File: src/rtl/srld_pkg.sv
// Shared types and constants for the stereo RMS level detector.
`default_nettype none

package srld_pkg;

   localparam int unsigned SAMPLE_W   = 16;
   localparam int unsigned SQUARE_W   = 31;
   localparam int unsigned LEVEL_W    = 16;
   localparam int unsigned QUOT_W     = 33;
   localparam int unsigned ROOT_W     = 17;
   localparam int unsigned RAD_W      = 2 * ROOT_W;
   localparam int unsigned SREM_W     = 18;
   localparam int unsigned STEP_W     = 6;
   localparam int unsigned DIV_STEPS  = QUOT_W;
   localparam int unsigned ROOT_STEPS = ROOT_W;

   localparam logic [LEVEL_W-1:0] THRESH_RESET = 16'd655;
   localparam logic [LEVEL_W-1:0] LEVEL_MAX    = 16'hFFFF;

   typedef struct packed {
      logic in_ready;
      logic div_load;
      logic div_step;
      logic root_load;
      logic root_step;
      logic out_load;
   } srld_cmd_type;

   typedef struct packed {
      logic pipe_last;
      logic out_busy;
   } srld_stat_type;

endpackage

`default_nettype wire

File: src/rtl/srld_ctrl.sv
// Sequencer for accumulation, division, square root and result hand-off.
`default_nettype none

module srld_ctrl (
   input  wire logic                   clock,
   input  wire logic                   reset,
   input  wire logic                   req_tvalid,
   input  wire logic                   req_tlast,
   input  wire srld_pkg::srld_stat_type stat,
   output srld_pkg::srld_cmd_type      cmd
);
   import srld_pkg::*;

   typedef enum logic [2:0] {
      ACCUM,
      FLUSH,
      DIVIDE,
      ROOT_LOAD,
      ROOT,
      DELIVER
   } state_type;

   state_type         state_ff, state_in;
   logic [STEP_W-1:0] step_ff, step_in;

   always_comb begin
      state_in = state_ff;
      step_in  = step_ff;
      case (state_ff)
         ACCUM: begin
            if (req_tvalid && req_tlast) begin
               state_in = FLUSH;
            end
         end
         FLUSH: begin
            state_in = DIVIDE;
            step_in  = '0;
         end
         DIVIDE: begin
            if (step_ff == STEP_W'(DIV_STEPS - 1)) begin
               state_in = ROOT_LOAD;
               step_in  = '0;
            end else begin
               step_in = step_ff + 1'b1;
            end
         end
         ROOT_LOAD: begin
            state_in = ROOT;
            step_in  = '0;
         end
         ROOT: begin
            if (step_ff == STEP_W'(ROOT_STEPS - 1)) begin
               state_in = DELIVER;
               step_in  = '0;
            end else begin
               step_in = step_ff + 1'b1;
            end
         end
         DELIVER: begin
            if (!stat.out_busy) begin
               state_in = ACCUM;
            end
         end
         default: begin
            state_in = ACCUM;
            step_in  = '0;
         end
      endcase
   end

   always_ff @(posedge clock) begin
      if (reset) begin
         state_ff <= ACCUM;
         step_ff  <= '0;
      end else begin
         state_ff <= state_in;
         step_ff  <= step_in;
      end
   end

   always_comb begin
      cmd.in_ready  = (state_ff == ACCUM);
      cmd.div_load  = (state_ff == FLUSH);
      cmd.div_step  = (state_ff == DIVIDE);
      cmd.root_load = (state_ff == ROOT_LOAD);
      cmd.root_step = (state_ff == ROOT);
      cmd.out_load  = (state_ff == DELIVER) && !stat.out_busy;
   end

   // The final frame of a packet must be in the square stage when its sums are handed over.
   assert property (@(posedge clock) disable iff (reset)
      state_ff == FLUSH |-> stat.pipe_last)
      else $error("flush without the last frame in the square stage");

   // Accepting the last frame of a packet stops intake until the result is formed.
   assert property (@(posedge clock) disable iff (reset)
      (cmd.in_ready && req_tvalid && req_tlast) |=> !cmd.in_ready)
      else $error("intake still open after last frame");

   assert property (@(posedge clock) disable iff (reset)
      $onehot0({cmd.div_load, cmd.div_step, cmd.root_load, cmd.root_step, cmd.out_load}))
      else $error("more than one datapath command at once");

   assert property (@(posedge clock) disable iff (reset)
      state_ff == DIVIDE |-> step_ff < STEP_W'(DIV_STEPS))
      else $error("division step count out of range");

endmodule

`default_nettype wire

File: src/rtl/srld_datapath.sv
// Square-and-accumulate stage, shift-subtract divider, digit-by-digit root and output register.
`default_nettype none

module srld_datapath #(
   parameter int unsigned MAX_FRAMES = 4096
) (
   input  wire logic                             clock,
   input  wire logic                             reset,
   input  wire srld_pkg::srld_cmd_type           cmd,
   output srld_pkg::srld_stat_type               stat,
   input  wire logic                             req_tvalid,
   input  wire logic [2*srld_pkg::SAMPLE_W-1:0]  req_tdata,
   input  wire logic                             req_tuser,
   input  wire logic                             req_tlast,
   input  wire logic                             csr_wen,
   input  wire logic [srld_pkg::LEVEL_W-1:0]     csr_wdata,
   output logic                                  rsp_tvalid,
   input  wire logic                             rsp_tready,
   output logic [srld_pkg::LEVEL_W-1:0]          rsp_tdata,
   output logic [1:0]                            rsp_tuser
);
   import srld_pkg::*;

   localparam int unsigned CW = $clog2(MAX_FRAMES + 1);
   localparam int unsigned SW = CW + SQUARE_W;
   localparam int unsigned DW = SW + 1;

   logic                 accept;
   logic signed [SAMPLE_W-1:0]   left_s, right_s;
   logic signed [2*SAMPLE_W-1:0] left_sq, right_sq;

   logic                 p_valid_ff;
   logic                 p_last_ff, p_silent_ff;
   logic [SQUARE_W-1:0]  sq_l_ff, sq_r_ff;

   logic [SW-1:0]        sum_ff, sum_add, sum_new;
   logic [CW-1:0]        count_ff, count_new;
   logic                 ovf_ff, ovf_new, room;

   logic [CW-1:0]        rem_ff, rem_in, divisor_ff;
   logic [QUOT_W-1:0]    q_ff, q_in;
   logic [DW-1:0]        dividend;
   logic [CW:0]          trial, diff;
   logic                 ge;
   logic                 zero_ff, silent_ff, ovf_res_ff;

   logic [RAD_W-1:0]     v_ff;
   logic [ROOT_W-1:0]    root_ff;
   logic [SREM_W-1:0]    srem_ff, srem_in;
   logic [SREM_W+1:0]    sx, st, sd;
   logic                 sge;

   logic [LEVEL_W-1:0]   thresh_ff, level, level_ff;
   logic                 playing_ff, ovf_out_ff, rsp_valid_ff;

   assign accept   = req_tvalid & cmd.in_ready;
   assign left_s   = req_tdata[SAMPLE_W-1:0];
   assign right_s  = req_tdata[2*SAMPLE_W-1:SAMPLE_W];
   assign left_sq  = left_s * left_s;
   assign right_sq = right_s * right_s;

   always_ff @(posedge clock) begin
      if (reset) begin
         p_valid_ff <= 1'b0;
      end else begin
         p_valid_ff <= accept;
      end
      if (accept) begin
         sq_l_ff     <= left_sq[SQUARE_W-1:0];
         sq_r_ff     <= right_sq[SQUARE_W-1:0];
         p_last_ff   <= req_tlast;
         p_silent_ff <= req_tuser;
      end
   end

   always_comb begin
      room      = count_ff < CW'(MAX_FRAMES);
      sum_add   = sum_ff + SW'(sq_l_ff) + SW'(sq_r_ff);
      sum_new   = room ? sum_add : sum_ff;
      count_new = room ? count_ff + 1'b1 : count_ff;
      ovf_new   = ovf_ff | ~room;
      dividend  = {sum_new, 1'b0};
   end

   always_ff @(posedge clock) begin
      if (reset) begin
         sum_ff   <= '0;
         count_ff <= '0;
         ovf_ff   <= 1'b0;
      end else if (p_valid_ff) begin
         if (p_last_ff) begin
            sum_ff   <= '0;
            count_ff <= '0;
            ovf_ff   <= 1'b0;
         end else begin
            sum_ff   <= sum_new;
            count_ff <= count_new;
            ovf_ff   <= ovf_new;
         end
      end
   end

   always_comb begin
      trial  = {rem_ff, q_ff[QUOT_W-1]};
      diff   = trial - {1'b0, divisor_ff};
      ge     = trial >= {1'b0, divisor_ff};
      rem_in = ge ? diff[CW-1:0] : trial[CW-1:0];
      q_in   = {q_ff[QUOT_W-2:0], ge};
   end

   always_comb begin
      sx      = {srem_ff, v_ff[RAD_W-1:RAD_W-2]};
      st      = (SREM_W+2)'({root_ff, 2'b01});
      sd      = sx - st;
      sge     = sx >= st;
      srem_in = sge ? sd[SREM_W-1:0] : sx[SREM_W-1:0];
   end

   always_ff @(posedge clock) begin
      if (cmd.div_load) begin
         rem_ff     <= CW'(dividend[DW-1:QUOT_W]);
         q_ff       <= dividend[QUOT_W-1:0];
         divisor_ff <= count_new;
         zero_ff    <= (count_new == '0);
         silent_ff  <= p_silent_ff;
         ovf_res_ff <= ovf_new;
      end else if (cmd.div_step) begin
         rem_ff <= rem_in;
         q_ff   <= q_in;
      end
      if (cmd.root_load) begin
         v_ff    <= RAD_W'(q_ff);
         root_ff <= '0;
         srem_ff <= '0;
      end else if (cmd.root_step) begin
         v_ff    <= {v_ff[RAD_W-3:0], 2'b00};
         root_ff <= {root_ff[ROOT_W-2:0], sge};
         srem_ff <= srem_in;
      end
   end

   always_comb begin
      if (silent_ff || zero_ff) begin
         level = '0;
      end else if (root_ff[ROOT_W-1]) begin
         level = LEVEL_MAX;
      end else begin
         level = root_ff[LEVEL_W-1:0];
      end
   end

   always_ff @(posedge clock) begin
      if (reset) begin
         thresh_ff    <= THRESH_RESET;
         rsp_valid_ff <= 1'b0;
      end else begin
         if (csr_wen) begin
            thresh_ff <= csr_wdata;
         end
         if (cmd.out_load) begin
            rsp_valid_ff <= 1'b1;
         end else if (rsp_tready) begin
            rsp_valid_ff <= 1'b0;
         end
      end
      if (cmd.out_load) begin
         level_ff   <= level;
         playing_ff <= level > thresh_ff;
         ovf_out_ff <= ovf_res_ff;
      end
   end

   assign stat.pipe_last = p_valid_ff & p_last_ff;
   assign stat.out_busy  = rsp_valid_ff & ~rsp_tready;

   assign rsp_tvalid = rsp_valid_ff;
   assign rsp_tdata  = level_ff;
   assign rsp_tuser  = {ovf_out_ff, playing_ff};

   assert property (@(posedge clock) disable iff (reset)
      count_ff <= CW'(MAX_FRAMES))
      else $error("frame count beyond maximum");

   // A new result must never overwrite one that the receiver has not taken.
   assert property (@(posedge clock) disable iff (reset)
      cmd.out_load |-> !rsp_valid_ff || rsp_tready)
      else $error("result register overwritten while pending");

   assert property (@(posedge clock) disable iff (reset)
      cmd.div_step |-> rem_ff < divisor_ff || zero_ff)
      else $error("division remainder not below divisor");

endmodule

`default_nettype wire

File: src/rtl/stereo_rms_level_detector_top.sv
// Top level of the stereo RMS level detector: controller and datapath.
//
// Each req item is one stereo frame; req_tlast marks the last frame of a
// packet. Frames are taken one per cycle while a packet accumulates. After the
// last frame is taken, intake stops for the result computation: the FLUSH
// state finishes the squares, the one-bit-per-cycle divider runs, a load
// step prepares the two-bit-per-cycle square root, which then runs, and the
// result is written to the rsp output register. Frames beyond MAX_FRAMES
// are dropped and flag overflow in that packet's item. The rsp output
// register holds one result; the next packet is accepted while it waits,
// and only a following result stalls until rsp_tready takes it. Reset
// clears the sums, empties the output and sets the threshold to 655. The
// csr port writes the silence threshold; the user must use it only when
// idle, as the block itself does not enforce this.
`default_nettype none

module stereo_rms_level_detector_top #(
   parameter int unsigned MAX_FRAMES = 4096
) (
   input  wire logic                            clock,
   input  wire logic                            reset,
   input  wire logic                            req_tvalid,
   output logic                                 req_tready,
   // left_sample [15:0], right_sample [31:16]
   input  wire logic [2*srld_pkg::SAMPLE_W-1:0] req_tdata,
   // packet_silent [0]
   input  wire logic                            req_tuser,
   input  wire logic                            req_tlast,
   output logic                                 rsp_tvalid,
   input  wire logic                            rsp_tready,
   // rms_level [15:0]
   output logic [srld_pkg::LEVEL_W-1:0]         rsp_tdata,
   // audio_playing [0], frames_overflowed [1]
   output logic [1:0]                           rsp_tuser,
   input  wire logic                            csr_wen,
   input  wire logic [srld_pkg::LEVEL_W-1:0]    csr_wdata
);
   import srld_pkg::*;

   srld_cmd_type  cmd;
   srld_stat_type stat;

   srld_ctrl u_ctrl (
      .clock      (clock),
      .reset      (reset),
      .req_tvalid (req_tvalid),
      .req_tlast  (req_tlast),
      .stat       (stat),
      .cmd        (cmd)
   );

   srld_datapath #(
      .MAX_FRAMES (MAX_FRAMES)
   ) u_datapath (
      .clock      (clock),
      .reset      (reset),
      .cmd        (cmd),
      .stat       (stat),
      .req_tvalid (req_tvalid),
      .req_tdata  (req_tdata),
      .req_tuser  (req_tuser),
      .req_tlast  (req_tlast),
      .csr_wen    (csr_wen),
      .csr_wdata  (csr_wdata),
      .rsp_tvalid (rsp_tvalid),
      .rsp_tready (rsp_tready),
      .rsp_tdata  (rsp_tdata),
      .rsp_tuser  (rsp_tuser)
   );

   assign req_tready = cmd.in_ready;

endmodule

`default_nettype wire
File: config.mk
export PLATFORM = sky130hd
export DESIGN_NAME = stereo_rms_level_detector_top
export DESIGN_NICKNAME = d
export VERILOG_FILES = /design/src/rtl/srld_pkg.sv /design/src/rtl/srld_ctrl.sv /design/src/rtl/srld_datapath.sv /design/src/rtl/stereo_rms_level_detector_top.sv
export SDC_FILE = /design/constraint.sdc
export NUM_CORES = 2
export LEC_CHECK = 0
export BUFFER_PORTS_ARGS = -buffer_cell sky130_fd_sc_hd__buf_2
export CAP_MARGIN = 20
export CORE_ASPECT_RATIO = 1.25
export CORE_UTILIZATION = 40
export DETAILED_ROUTE_END_ITERATION = 16
export PLACE_DENSITY = 0.59
export SLEW_MARGIN = 30
export SYNTH_ARGS = -nofsm -noshare
export SYNTH_HDL_FRONTEND = slang
export SYNTH_SLANG_ARGS = --single-unit
File: constraint.sdc
create_clock -name clock -period 6.77 [get_ports clock]
set_input_delay 0.677 -clock clock [delete_from_list [all_inputs] [get_ports clock]]
set_output_delay 0.677 -clock clock [all_outputs]
set_load 0.03 [all_outputs]
==> flow_metrics.tcl <==
set metrics [dict create \
    placedCellCount 4625 \
    crit_family "adder cells" \
    cts_resized 0 \
    place.gp.congestion 0.875 \
    dp_worst_setup_slack_ns 0.0145 \
    crit_path_end_kind "register" \
    cts_hold_buffers 0 \
    path_class "in -> reg" \
    worstMarginPinSlew_ns 0.952 \
    htreeDepth 2 \
    synth_area_per_cell_um2 9.51 \
    drive_gt1_frac 0.0762 \
    cts_setup_buffers 0 \
    cts_tree "yes" \
    crit_chain "buf_2 > buf_4 > and2_1 > fa_1 > inv_1 > fa_1 > fa_1 > inv_1 > fa_1 > fa_1 > inv_1 > fa_1 > inv_1 > ha_1 > inv_1 > nor2_1 > a221oi_1 > o21ai_1 > a41o_1 > a311o_1 > a221o_1 > a21oi_1 > xnor2_1" \
    grt_pass1_vias 24600 \
    period_share 0.914 \
    grt_pass1_wl_mm 126 \
    hp-class "in -> reg" \
    die_h_um 325 \
    hpwl_mm 62.3 \
    antenna_cells 0 \
    max_slew_margin 0.363 \
    crit_buf_inv 7 \
    reg2reg_slack_ns 2.61 \
    syn-cell-area_mm2 0.0333 \
    crit_cells 23 \
    synth_top_cell_by_area "fa_1" \
    startpoint "req_tdata[25]" \
    yosysWarnings 0 \
    start_util 0.406 \
    reg2reg_to "u_datapath.sum_ff[35]$_SDFFE_PP0P_" \
    postRouteAntennaNets 0 \
    slew_violations 0 \
    cp_slowest_cell "fa_1" \
    wirelength_mm 76.5 \
    area_delta_synth_final_pct 9.85 \
    cpPeakStageDelay_ns 0.54 \
    drtIter0Drc 1157 \
    seq_area_frac_synth 0.230 \
    critPathMaxFanout 12 \
    cp.arrival_ns 6.45 \
    syn_inst 3500 \
    synth-main-ff-cell "edfxtp_1" \
    antenna_found_initial 0 \
    layout.nets 4393 \
    setup_viol 0 \
    max_freq_mhz 162 \
    core_mm2 0.0820 \
    ff_latch_area_mm2 0.00766 \
    grt_max_degree 63 \
    r2r-start "u_datapath.sq_l_ff[0]$_DFFE_PP_" \
    worstSetupStartpointType "input pin" \
    multiInputGateArea_mm2 0.0225 \
    setup_slack_ns 0.581 \
    die_w_um 260 \
    clockBufferDepth 3 \
    synth_cell_types 84 \
    finalNonFillerCells 4691 \
    r2r_cells 12 \
    dieArea_mm2 0.0844 \
    vias 23500 \
    wl_per_cell_um 16.3 \
    status "finished clean" \
    port_buffers 74 \
    vias_per_cell 5.01 \
    maxCapViolCount 0 \
    ys_async_sr_fraction 0 \
    cts_made_buffers 36 \
    fill_cells 8136 \
    synth_top_area_share 0.295 \
    clock_skew_ns 0.0318 \
    hold_end "u_datapath.p_silent_ff$_DFFE_PP_" \
    first_pass_iters 5 \
    grt-ovfl-total 0 \
    cts.clk_slew.worst_paths_ns 0.05 \
    hold_depth 1 \
    cpMostUsedCell "fa_1" \
    grt_setup_unrepaired "false" \
    synth_edf_count 173 \
    track_usage 0.188 \
    required_ns 7.03 \
    ios 75 \
    ys_ff_latch 296 \
    hold_viol_final 0 \
    fin_crit_ns 6.19 \
    cts_root_buffer "clkbuf_16" \
    synth_top_cells_by_area "fa_1, edfxtp_1, ha_1, inv_1, dfxtp_1" \
    core.rowCount 117 \
    clock-sinks 296 \
    hp-start "req_tuser" \
    drc 0 \
    clk_latency_ns 0.55 \
]
-- metal layers --
layer / vias to the layer above / share of wire / GRT usage
li1: 11400 / - / -
met1: 11700 / 0.42 / 0.231
met2: 334 / 0.53 / 0.343
met3: 98 / 0.030 / 0.0181
met4: 0 / 0.027 / 0.0561
met5: - / 0 / 0
-- worst max-delay path by stage --
stage	to	slack (ns)
3_3_place_gp	u_datapath.sq_r_ff[30]$_DFFE_PP_	-0.02
4_1_cts	u_datapath.sq_r_ff[30]$_DFFE_PP_	0.57
5_1_grt	u_datapath.sq_r_ff[30]$_DFFE_PP_	0.24
3_5_place_dp	u_datapath.sq_r_ff[30]$_DFFE_PP_	0.01
2_1_floorplan	u_datapath.sq_r_ff[30]$_DFFE_PP_	0.0007
6_report	u_datapath.sq_r_ff[30]$_DFFE_PP_	0.58
-- cell usage in the layout, fill, tap and decap left out, drive strengths merged, types with 39 or more instances in the layout --
cell type,instances
xor2,59
o21ai,115
nor3,39
and2,77
inv,718
edfxtp,173
mux2i,42
ha,256
xnor2,107
nand2,368
dfxtp,123
a21o,65
nor2,204
clkbuf,49
buf,179
a21oi,129
fa,490
-- flip-flops by register name, indices dropped and copies added, names as in the netlist, 3 cells and up --
| register | count |
|---|---|
| u_ctrl.state_ff | 3 |
| u_ctrl.step_ff | 6 |
| u_datapath.count_ff | 13 |
| u_datapath.divisor_ff | 13 |
| u_datapath.q_ff | 33 |
| u_datapath.rem_ff | 13 |
| u_datapath.root_ff | 17 |
| u_datapath.rsp_tdata | 16 |
| u_datapath.sq_l_ff | 30 |
| u_datapath.sq_r_ff | 30 |
| u_datapath.srem_ff | 18 |
| u_datapath.sum_ff | 44 |
| u_datapath.thresh_ff | 16 |
| u_datapath.v_ff | 34 |
-- logic make-up after synthesis --
kind of cell	Yosys count	share of synthesized area
simple gates	847	0.115
buf+inv	848	0.0964
mux	45	0.0136
other cells	1	0.000113
fa+ha+maj	746	0.391
xor+xnor	166	0.0437
flops	296	0.230
compound gates	551	0.110
-- final cells by class --
type / count / share of cell area
flip-flops and latches: 296 / 0.209
clock buffers: 49 / 0.0291
clock inverters: 17 / 0.00527
multi-input cells: 2357 / 0.614
well taps: 1071 / 0.0366
inverters: 722 / 0.0742
repair buffers: 179 / 0.0317
-- cell usage after synthesis (6+ instances only) --
cell type and instances:
a22o_1 18, nand2_1 368, dfxtp_1 123, a21o_1 65, o22ai_1 19, o21a_1 23
a31o_2 7, a31oi_1 14, xor2_1 59, ha_1 256, nor2b_1 22, nand4_1 25
mux2i_1 42, o211ai_1 12, fa_1 490, o21bai_1 11, nand2b_1 20, and3_1 18
buf_1 9, nand3_1 23, edfxtp_1 173, a22oi_1 34, clkbuf_1 108, o21ai_0 40
xnor2_1 107, and2_1 77, inv_1 714, a21oi_1 128, or2_1 8, nor2_1 202
a211oi_1 24, nor4_1 7, nor3_1 39, o21ai_1 75, nand3b_1 6, or3_1 14
a21boi_0 15
-- per-stage QoR --
step	hold slack (ns)	utilization	cell area [um^2]	setup TNS, ns
2_1_floorplan	0.400	-	33300	0
3_3_place_gp	0.411	0.431	35300	-0.0178
3_5_place_dp	0.413	0.431	35300	0
4_1_cts	0.286	0.446	36600	0
5_1_grt	0.291	0.446	36600	0
6_report	0.314	0.446	36600	0
Power is not shown: default switching activity piles up to over one toggle a cycle in this logic, so the estimate is an artifact.
